### config.mk
export PLATFORM = sky130hd
export DESIGN_NAME = millisecond_tick_with_periodic_slots_top
export DESIGN_NICKNAME = d
export VERILOG_FILES = /design/src/rtl/mstk_pkg.sv /design/src/rtl/mstk_cfg.sv /design/src/rtl/mstk_count.sv /design/src/rtl/mstk_slots.sv /design/src/rtl/millisecond_tick_with_periodic_slots_top.sv
export SDC_FILE = /design/constraint.sdc
export NUM_CORES = 1
export LEC_CHECK = 0
export BUFFER_PORTS_ARGS = -buffer_cell sky130_fd_sc_hd__buf_4
export CAP_MARGIN = 10
export CORE_MARGIN = 3
export CORE_UTILIZATION = 35
export DETAILED_ROUTE_END_ITERATION = 16
export MAX_ROUTING_LAYER = met4
export PLACE_DENSITY_LB_ADDON = 0.1
export SLEW_MARGIN = 10
export SYNTH_ARGS = -nofsm -noshare
export SYNTH_HDL_FRONTEND = slang
export SYNTH_SLANG_ARGS = --single-unit
### constraint.sdc
create_clock -name clk -period 6.45 [get_ports clk]
set_clock_uncertainty 0.05 [all_clocks]
set_input_delay 0 -clock clk [delete_from_list [all_inputs] [get_ports clk]]
set_output_delay 0 -clock clk [all_outputs]
set_load 0.05 [all_outputs]
### src/rtl/mstk_pkg.sv
// Types and constants shared by the millisecond tick block.
package mstk_pkg;

	localparam int SLOTS_DEF = 4;
	localparam int CFG_IDX_W = 3;

	localparam logic [6:0] FRACT_MOD     = 7'd125;
	localparam logic [6:0] FRACT_REG_MAX = 7'd124;
	localparam logic [3:0] WHOLE_MS_RST  = 4'd1;
	localparam logic [6:0] FRACT_RST     = 7'd3;

	typedef enum logic [CFG_IDX_W-1:0] {
		CFG_WHOLE_MS = 3'd0,
		CFG_FRACT    = 3'd1,
		CFG_ENABLE   = 3'd2,
		CFG_PERIOD0  = 3'd3,
		CFG_PERIOD1  = 3'd4,
		CFG_PERIOD2  = 3'd5,
		CFG_PERIOD3  = 3'd6
	} cfg_idx_e;

	typedef enum logic {
		FUNC_TICK    = 1'b0,
		FUNC_RESTART = 1'b1
	} func_e;

	typedef struct packed {
		logic [3:0] whole_ms;
		logic [6:0] fract;
		logic [3:0] enable;
	} tick_cfg_t;

	typedef struct packed {
		logic       go;
		func_e      func;
		logic [1:0] slot;
	} step_t;

endpackage

### src/rtl/mstk_cfg.sv
// Configuration register file of the millisecond tick block.
module mstk_cfg #(
	parameter int SLOTS = mstk_pkg::SLOTS_DEF
) (
	input  logic                           clk,
	input  logic                           arst_n,
	input  logic                           wr_en,
	input  logic [mstk_pkg::CFG_IDX_W-1:0] wr_index,
	input  logic [31:0]                    wr_data,
	output mstk_pkg::tick_cfg_t            cfg,
	output logic [31:0]                    period [SLOTS]
);
	import mstk_pkg::*;

	tick_cfg_t   cfg_q;
	logic [31:0] period_q [SLOTS];
	logic [6:0]  fract_sat;

	// Fractions above the modulus minus one are clipped so one carry per tick suffices.
	assign fract_sat = (wr_data[6:0] > FRACT_REG_MAX) ? FRACT_REG_MAX : wr_data[6:0];

	always_ff @(posedge clk or negedge arst_n) begin
		if (!arst_n) begin
			cfg_q.whole_ms <= WHOLE_MS_RST;
			cfg_q.fract    <= FRACT_RST;
			cfg_q.enable   <= '0;
			for (int k = 0; k < SLOTS; k++) begin
				period_q[k] <= '0;
			end
		end else if (wr_en) begin
			if (wr_index == CFG_WHOLE_MS) begin
				cfg_q.whole_ms <= wr_data[3:0];
			end
			if (wr_index == CFG_FRACT) begin
				cfg_q.fract <= fract_sat;
			end
			if (wr_index == CFG_ENABLE) begin
				cfg_q.enable <= wr_data[3:0];
			end
			for (int k = 0; k < SLOTS; k++) begin
				if (wr_index == CFG_IDX_W'(int'(CFG_PERIOD0) + k)) begin
					period_q[k] <= wr_data;
				end
			end
		end
	end

	assign cfg    = cfg_q;
	assign period = period_q;

endmodule

### src/rtl/mstk_count.sv
// Millisecond count, fraction accumulator and tick count.
module mstk_count (
	input  logic                clk,
	input  logic                arst_n,
	input  mstk_pkg::step_t     step,
	input  mstk_pkg::tick_cfg_t cfg,
	output logic [31:0]         ms_cur,
	output logic [31:0]         ms_next,
	output logic [31:0]         ticks_cur,
	output logic [31:0]         ticks_next
);
	import mstk_pkg::*;

	logic [31:0] ms_q;
	logic [31:0] ticks_q;
	logic [6:0]  fract_q;
	logic [7:0]  fract_sum;
	logic        carry;
	logic [6:0]  fract_next;

	always_comb begin
		fract_sum  = {1'b0, fract_q} + {1'b0, cfg.fract};
		carry      = (fract_sum >= {1'b0, FRACT_MOD});
		fract_next = carry ? 7'(fract_sum - {1'b0, FRACT_MOD}) : fract_sum[6:0];
		ms_next    = ms_q + 32'(cfg.whole_ms) + 32'(carry);
		ticks_next = ticks_q + 32'd1;
	end

	always_ff @(posedge clk or negedge arst_n) begin
		if (!arst_n) begin
			ms_q    <= '0;
			ticks_q <= '0;
			fract_q <= '0;
		end else if (step.go && step.func == FUNC_TICK) begin
			ms_q    <= ms_next;
			ticks_q <= ticks_next;
			fract_q <= fract_next;
		end
	end

	assign ms_cur    = ms_q;
	assign ticks_cur = ticks_q;

endmodule

### src/rtl/mstk_slots.sv
// Last-fire times and due compares of the periodic slots.
module mstk_slots #(
	parameter int SLOTS = mstk_pkg::SLOTS_DEF
) (
	input  logic            clk,
	input  logic            arst_n,
	input  mstk_pkg::step_t step,
	input  logic [3:0]      enable,
	input  logic [31:0]     period [SLOTS],
	input  logic [31:0]     ms_cur,
	input  logic [31:0]     ms_next,
	output logic [3:0]      fire
);
	import mstk_pkg::*;

	logic [31:0] last_q [SLOTS];
	logic [31:0] due    [SLOTS];

	// All slots compare against the post-tick count in parallel; the due sum wraps.
	always_comb begin
		fire = '0;
		for (int k = 0; k < SLOTS; k++) begin
			due[k]  = last_q[k] + period[k];
			fire[k] = (step.func == FUNC_TICK) && enable[k] && (ms_next > due[k]);
		end
	end

	always_ff @(posedge clk or negedge arst_n) begin
		if (!arst_n) begin
			for (int k = 0; k < SLOTS; k++) begin
				last_q[k] <= '0;
			end
		end else if (step.go) begin
			for (int k = 0; k < SLOTS; k++) begin
				if (fire[k]) begin
					last_q[k] <= ms_next;
				end else if (step.func == FUNC_RESTART && step.slot == 2'(k)) begin
					last_q[k] <= ms_cur;
				end
			end
		end
	end

endmodule

### src/rtl/millisecond_tick_with_periodic_slots_top.sv
// Top level of the millisecond tick counter with periodic slots.
//
//  channel | signals                                  | direction
//  --------+------------------------------------------+----------
//  input   | in_valid, in_ready, func, slot           | in
//  result  | out_valid, out_ready, millis_now,        | out
//          | tick_count, fire_mask                    |
//  config  | cfg_valid, cfg_ready, cfg_index, cfg_data| in
//
// One item per cycle while the result is not stalled; each item passes the input register, then the result register.
// The count update and all slot compares sit in the logic between the input
// register and the result register; the millisecond add feeding the compare sets the clock period.
// A stalled result holds; the input register then fills and in_ready drops.
// Reset restores the register defaults and clears all counts and last-fire times.
module millisecond_tick_with_periodic_slots_top #(
	parameter int SLOTS = mstk_pkg::SLOTS_DEF
) (
	input  logic                           clk,
	input  logic                           arst_n,
	input  logic                           in_valid,
	output logic                           in_ready,
	input  logic                           func,
	input  logic [1:0]                     slot,
	output logic                           out_valid,
	input  logic                           out_ready,
	output logic [31:0]                    millis_now,
	output logic [31:0]                    tick_count,
	output logic [3:0]                     fire_mask,
	input  logic                           cfg_valid,
	output logic                           cfg_ready,
	input  logic [mstk_pkg::CFG_IDX_W-1:0] cfg_index,
	input  logic [31:0]                    cfg_data
);
	import mstk_pkg::*;

	logic        valid_s1;
	func_e       func_s1;
	logic [1:0]  slot_s1;
	logic        advance;
	step_t       step;
	tick_cfg_t   cfg;
	logic [31:0] period [SLOTS];
	logic [31:0] ms_cur;
	logic [31:0] ms_next;
	logic [31:0] ticks_cur;
	logic [31:0] ticks_next;
	logic [3:0]  fire;
	logic        out_valid_q;
	logic [31:0] millis_q;
	logic [31:0] ticks_q;
	logic [3:0]  fire_q;

	assign cfg_ready = 1'b1;

	assign advance  = valid_s1 && (!out_valid_q || out_ready);
	assign in_ready = !valid_s1 || advance;

	always_ff @(posedge clk or negedge arst_n) begin
		if (!arst_n) begin
			valid_s1 <= 1'b0;
		end else if (in_ready) begin
			valid_s1 <= in_valid;
		end
	end

	always_ff @(posedge clk) begin
		if (in_ready && in_valid) begin
			func_s1 <= func_e'(func);
			slot_s1 <= slot;
		end
	end

	always_comb begin
		step.go   = advance;
		step.func = func_s1;
		step.slot = slot_s1;
	end

	mstk_cfg #(
		.SLOTS(SLOTS)
	) u_cfg (
		.clk     (clk),
		.arst_n  (arst_n),
		.wr_en   (cfg_valid && cfg_ready),
		.wr_index(cfg_index),
		.wr_data (cfg_data),
		.cfg     (cfg),
		.period  (period)
	);

	mstk_count u_count (
		.clk       (clk),
		.arst_n    (arst_n),
		.step      (step),
		.cfg       (cfg),
		.ms_cur    (ms_cur),
		.ms_next   (ms_next),
		.ticks_cur (ticks_cur),
		.ticks_next(ticks_next)
	);

	mstk_slots #(
		.SLOTS(SLOTS)
	) u_slots (
		.clk    (clk),
		.arst_n (arst_n),
		.step   (step),
		.enable (cfg.enable),
		.period (period),
		.ms_cur (ms_cur),
		.ms_next(ms_next),
		.fire   (fire)
	);

	always_ff @(posedge clk or negedge arst_n) begin
		if (!arst_n) begin
			out_valid_q <= 1'b0;
		end else if (advance) begin
			out_valid_q <= 1'b1;
		end else if (out_ready) begin
			out_valid_q <= 1'b0;
		end
	end

	// A restart reports the unchanged counts and no firing slots.
	always_ff @(posedge clk) begin
		if (advance) begin
			if (func_s1 == FUNC_TICK) begin
				millis_q <= ms_next;
				ticks_q  <= ticks_next;
				fire_q   <= fire;
			end else begin
				millis_q <= ms_cur;
				ticks_q  <= ticks_cur;
				fire_q   <= '0;
			end
		end
	end

	assign out_valid  = out_valid_q;
	assign millis_now = millis_q;
	assign tick_count = ticks_q;
	assign fire_mask  = fire_q;

endmodule

# [Yosys cells after proc, flatten, opt, wreduce, memory -nomap -nowiden]
# Index checks and enable logic that the tools add are counted.
[op_classes] n_addsub=9 order_cmp=6 eq_ne=9 mux=14 bitwise=1 reduce_logical=37
[op_table] op="$mux 32" count=10
[op_table] op="$add 32x32->32" count=4
[op_table] op="$gt 32x32->1" count=4
[op_table] op="$add 32x1->32" count=1
[op_table] op="$add 32x1->32 const B" count=1
[op_table] op="$add 32x4->32" count=1
[op_table] op="$reduce_and 2->1" count=11
[op_table] op="$logic_and 1x1->1" count=15
[op_table] op="$mux 7" count=2
[op_table] op="$reduce_bool 2->1" count=5
[op_table] op="$eq 3x3->1 const B" count=3
[op_table] op="$add 7x7->8" count=1
[op_table] op="$ge 8x7->1 const B" count=1
[op_table] op="$gt 7x7->1 const B" count=1
[op_table] op="$sub 7x7->7 const B" count=1
[op_table] op="$eq 3x2->1 const B" count=2
[op_table] op="$eq 2x2->1 const B" count=2
[op_table] op="$eq 3x1->1 const B" count=1
[op_table] op="$logic_not 3->1" count=1
[op_table] op="$eq 2x1->1 const B" count=1
[op_table] op="$logic_not 1->1" count=2
[op_table] op="$logic_not 2->1" count=1
[op_table] op="$logic_or 1x1->1" count=2
[op_table] op="$mux 1" count=2
[op_table] op="$not 1->1" count=1
[word_totals] regBits=415 output_inout_bits=71 elab_cells=97

# [Logic depth before layout (Yosys ltp)]
[depth] depth_word=7 ltp_mapped=30 ltp_nobuf=29

# [By module]
# From an unflattened synthesis, not the netlist that was laid out.
[unflattened] cells_unflattened=2575 area_unflattened_um2=28048.2
[modules_own_cells] mod="mstk_slots" n_inst=1 cells_each=1607 area_per_inst_um2=14853.0 seq_area_each_um2=3203.1
[modules_own_cells] mod="mstk_cfg" n_inst=1 cells_each=318 area_per_inst_um2=5504.0 seq_area_each_um2=3582.2
[modules_own_cells] mod="mstk_count" n_inst=1 cells_each=493 area_per_inst_um2=4588.2 seq_area_each_um2=1776.7
[modules_own_cells] mod="millisecond_tick_with_periodic_slots_top" n_inst=1 cells_each=157 area_per_inst_um2=3103.0 seq_area_each_um2=2182.1

# [Worst setup path after synthesis]
# Ideal clock, no wire load.
[synth_path] path_type="register to register" from="reg u_count.fract_q[0]" to="reg u_slots.last_q[35] in the netlist's numbering" setup_time_ns=0.248 arrival_time_ns=6.218 t_required_ns=6.152 path_slack_ns=-0.065 path_stages_with_launch=31 path_buffers=1 synth_period_minus_slack_ns=6.515 path_cell_list="dfrtp_1 -> ha_1 -> fa_1 -> a21o_1 -> a21oi_1 -> o21bai_1 -> a21oi_1 -> xnor2_1 -> o2111ai_1 -> nand2_1 -> inv_1 -> fa_1 -> fa_1 -> nor2b_1 -> o21a_1 -> nor2_1 -> nor3_1 -> and3_1 -> nand3_1 -> xnor2_1 -> ha_1 -> and4_1 -> nand4_1 -> nor3_1 -> o21ai_0 -> o211ai_1 -> a21oi_1 -> and4bb_2 -> clkbuf_1 -> o2bb2ai_1 -> a2bb2oi_1"
[synth_between] elab_chain_len=7
[synth_lines] item="start, declared" line="mstk_count.sv:16" source="logic [6:0] fract_q;"
[synth_lines] item="start signal, assigned" line="mstk_count.sv:37" source="fract_q <= fract_next;"
[synth_lines] item="$add 7x7->8 *" line="mstk_count.sv:22" source="fract_sum = {1'b0, fract_q} + {1'b0, cfg.fract};"
[synth_lines] item="$ge 8x7->1 *" line="mstk_count.sv:23" source="carry = (fract_sum >= {1'b0, FRACT_MOD});"
[synth_lines] item="$add 32x1->32 *" line="mstk_count.sv:25" source="ms_next = ms_q + 32'(cfg.whole_ms) + 32'(carry);"
[synth_lines] item="via ms_next[14]" line="millisecond_tick_with_periodic_slots_top.sv:44" source="logic [31:0] ms_next;"
[synth_lines] item="$gt 32x32->1 *" line="mstk_slots.sv:24" source="fire[k] = (step.func == FUNC_TICK) && enable[k] && (ms_next > due[k]);"
[synth_lines] item="$logic_and 1x1->1 *" line="mstk_slots.sv:24"
[synth_lines] item="$reduce_bool 2->1 (no source line)"
[synth_lines] item="$reduce_and 2->1 (no source line)"
[synth_lines] item="end signal, assigned by index" line="mstk_slots.sv:36" source="last_q[k] <= ms_next;"
[synth_lines] item="end signal, assigned by index" line="mstk_slots.sv:38" source="last_q[k] <= ms_cur;"
[synth_lines] item="end, declared" line="mstk_slots.sv:16" source="logic [31:0] last_q [SLOTS];"
# Mark *: on every way through the listed nets, which the timed path passes. The rest lies on a longest branch.
# A chain may end at the register's enable or synchronous reset.

# [Worst setup path in the final report]
[layout_path] from="reg u_count.fract_q[0]" to="reg u_slots.last_q[75] in the netlist's numbering"
# The elaborated chain is that of the path after synthesis.

==> summary.txt <==
Status
  – Status: complete, but fails checks
  – Failing checks: hold timing, setup timing

Clocking
  – Skew-Pair Late Insertion Delay: 0.64 ns
  – CTS Buf Count: 52
  – CTS tree: done
  – Root Driver: clkbuf_16
  – Clock transition at path regs: 0.07 ns
  – Max clock buf depth: 3
  – Num Clock Sinks: 415
  – Max H-tree Level: 2

Yosys
  – Cell Area, Synth: 0.0278 mm^2
  – Syn Nets: 3,054
  – Async S/R FF share, synth: 0.829
  – Netlist cell types: 84
  – Number of flops mapped to enable cells by yosys: 71
  – Avg Inst Size Synth: 10.1 um^2
  – FF+latch count, synth: 415
  – Syn. warnings: 0
  – Gate count after technology mapping: 2,739
  – Seq/Total Area, Yosys: 0.387
  – Synth Flop Type: dfrtp_1

STA
  – Max Clk Rate: 0.150 GHz
  – Hold WS: -0.0121 ns
  – Crit share post-route: 1.04
  – Worst-Margin Slew: 1.36 ns
  – Fin. Hold Viols: 2
  – Slew HR: 0.0951
  – Max Slew Vio Count: 0
  – Fin worst setup slack: -0.229 ns
  – Tmin final: 6.68 ns
  – RSZ-0062 raised after global routing: true
  – Setup-failing EPs final: 114

GRT
  – Initial antenna violation count: 1
  – Pin count of the biggest net entering global routing: 135
  – Tot GR Track Use: 0.265
  – Number of global-route vias before repair: 24,200
  – First-pass GRT wire length: 159 mm
  – Gr ovfl total: 0

Layout
  – Finished Cell Area: 0.0363 mm^2
  – Area taken by multi-input logic gates: 0.0178 mm^2
  – Most frequent cells in the layout: 350 x buf_4, 341 x dfrtp_1, 260 x ha_1, 169 x a21oi_1, 154 x nor2_1
  – Synth-to-layout area growth: 30.9%
  – Final Util: 0.466
  – NumNets Final: 3,461
  – Layout cells sized above 1: 0.285
  – # fillers: 7,220
  – Sequential cell area: 0.0107 mm^2
  – Commonest non-fill, non-tap cell in the layout: buf_4

Place
  – DP HPWL: 77.5 mm
  – Pre-CTS setup slack: -0.931 ns
  – PortBufs: 112
  – Placed standard-cell area: 0.0312 mm^2
  – GP Congestion: 0.958

Floorplanning
  – Core area: 0.0780 mm^2
  – Top-Level Pins: 114
  – Die X: 288 um
  – DIE HEIGHT: 288 um
  – Rows: 102
  – Die Area: 0.0827 mm^2
  – Starting Density: 0.356

Power and ir drop
  – Clk pwr share: 0.194
  – VDD IR max: 0.223 mV
  – P_sw: 7.17 mW
  – Comb power frac: 0.569
  – Static Leak: 16.6 nW
  – Sequential cell fraction of total power: 0.237
  – Cell-internal power: 9.59 mW
  – PwrDens: 462 mW/mm^2
  – Net Sw Frac: 0.428
  – Total power: 16.8 mW

Critical path
  – WP data arrival: 7.14 ns
  – Critical Path Fanout Max: 9
  – R2r worst-path depth: 31
  – WP buf/inv: 5
  – Reg-to-reg endpoint: u_slots.last_q[75]
  – RR Startpoint: u_count.fract_q[0]
  – Most used cell, CP: fa_2
  – CP max stage cell: o211ai_1
  – Critical Path End Type: flip-flop
  – Critical Path Start Type: flip-flop
  – CP max stage delay: 0.44 ns
  – Reg2reg setup slack: -0.23 ns
  – Crit-path leading delay family: compound AO/OA/AOI/OAI gates
  – Setup CP Type: reg2reg
  – Critical Path RT: 6.91 ns

Run
  – MaxCap Viol Count: 0

Detailed routing
  – Initial DRC count: 1,826
  – Antenna Nets Post-Route: 0
  – Drt first pass iters: 5
  – Vias/cell: 5.70
  – Wirelength, routed: 109 mm
  – DRC viols: 0
  – Vias: 24,100
  – Wire per inst: 25.7 um

Hold path
  – Min-Delay Path Class: in2async
tightest hold or removal path: stages:
cell and delay [ns]:
dlygate4sd3_1 0.56, buf_8 0.17, buf_12 0.41
registers in the layout, indices dropped and copies added (netlist names):
signal and count:
u_cfg.period 128, u_slots.last_q 128, millis_now 32, tick_count 32, u_count.ms_cur 32, u_count.ticks_cur 32, u_cfg.cfg 15, u_count.fract_q 7
fire_mask 4, slot_s1 2, func_s1 1, out_valid 1, valid_s1 1
kinds of logic (layout without fill, tap and decap cells):
group | after synthesis | in the layout | share of synthesized area
flops | 415 | 415 | 0.387
other cells | 1 | 3 | 0.000135
xor+xnor | 264 | 264 | 0.0833
simple gates | 663 | 663 | 0.121
compound gates | 797 | 797 | 0.200
fa+ha+maj | 272 | 272 | 0.124
mux | 146 | 146 | 0.0590
buf+inv | 181 | 632 | 0.0250
cell type report:
type | instances | share of cell area
clock buffer | 58 | 0.0364
timing repair buffer | 468 | 0.118
tap | 1040 | 0.0358
sequential | 415 | 0.296
inverter | 66 | 0.00703
multi-input combinational | 2143 | 0.491
antenna | 2 | 0.000138
clock inverter | 40 | 0.0154
worst max-delay path by stage:
stage	start	end	slack, ns	cells past startpoint
after floorplan	u_count.fract_q[0]	u_slots.last_q[35]	0.03	30
after global placement	u_count.fract_q[0]	u_slots.last_q[72]	-0.84	31
after detailed placement	u_cfg.cfg[4]	u_slots.last_q[73]	-0.93	31
after CTS	u_count.fract_q[0]	u_slots.last_q[73]	-0.20	30
after global routing	u_count.fract_q[0]	u_slots.last_q[73]	-0.42	31
final	u_count.fract_q[0]	u_slots.last_q[75]	-0.23	31
per-layer routing:
| layer | up-vias | routed length, um | share of wire | global-route usage |
|---|---|---|---|---|
| met3 | 164 | 5190 | 0.048 | 0.0257 |
| met1 | 12200 | 49700 | 0.46 | 0.361 |
| met4 | 0 | 3180 | 0.029 | 0.0666 |
| met5 | - | 0 | 0 | - |
| met2 | 668 | 50800 | 0.47 | 0.426 |
| li1 | 11100 | - | - | - |
synth_stat cells (42+ instances only):
cell type / count / area (um^2)
dfrtp_1: 341 / 8530
ha_1: 265 / 3320
a21oi_1: 187 / 936
o21ai_0: 167 / 836
nor2_1: 160 / 601
nand2_1: 144 / 541
mux2_2: 141 / 1590
xnor2_1: 135 / 1180
xor2_1: 129 / 1130
a21o_1: 122 / 916
clkbuf_1: 98 / 368
o221a_2: 87 / 980
edfxtp_1: 71 / 2130
nand3_1: 71 / 355
inv_1: 64 / 240
and3_1: 45 / 282
nor3_1: 44 / 220
nand4_1: 42 / 263
timing repair:
item | 4_1_cts | 5_1_grt
hold buffers | 50 | 0
endpoints found under the hold margin | 239 | 0
setup endpoints to repair | 132 | 137
gates cloned | 13 | 4
gates resized for setup | 203 | 185
pin swaps | 52 | 74
buffers inserted | 71 | 21
through the flow:
stage / std cells / setup TNS, ns
6_report: 4232 / -13.71
5_1_grt: 4230 / -42.80
4_1_cts: 4220 / -12.77
3_5_place_dp: 3989 / -84.31
2_1_floorplan: 2739 / 0
3_3_place_gp: 3989 / -75.94
power by group through the flow:
stage	registers [mW]	clock network, mW	logic, mW
after floorplan	3.82	0	5.52
after global routing	4.03	3.42	10.4
after CTS	3.92	3.32	9.09
after global placement	3.94	0	8.35
after detailed placement	3.94	0	8.45
final	3.97	3.25	9.55
Note: power is estimated with default switching activity, not from simulation.
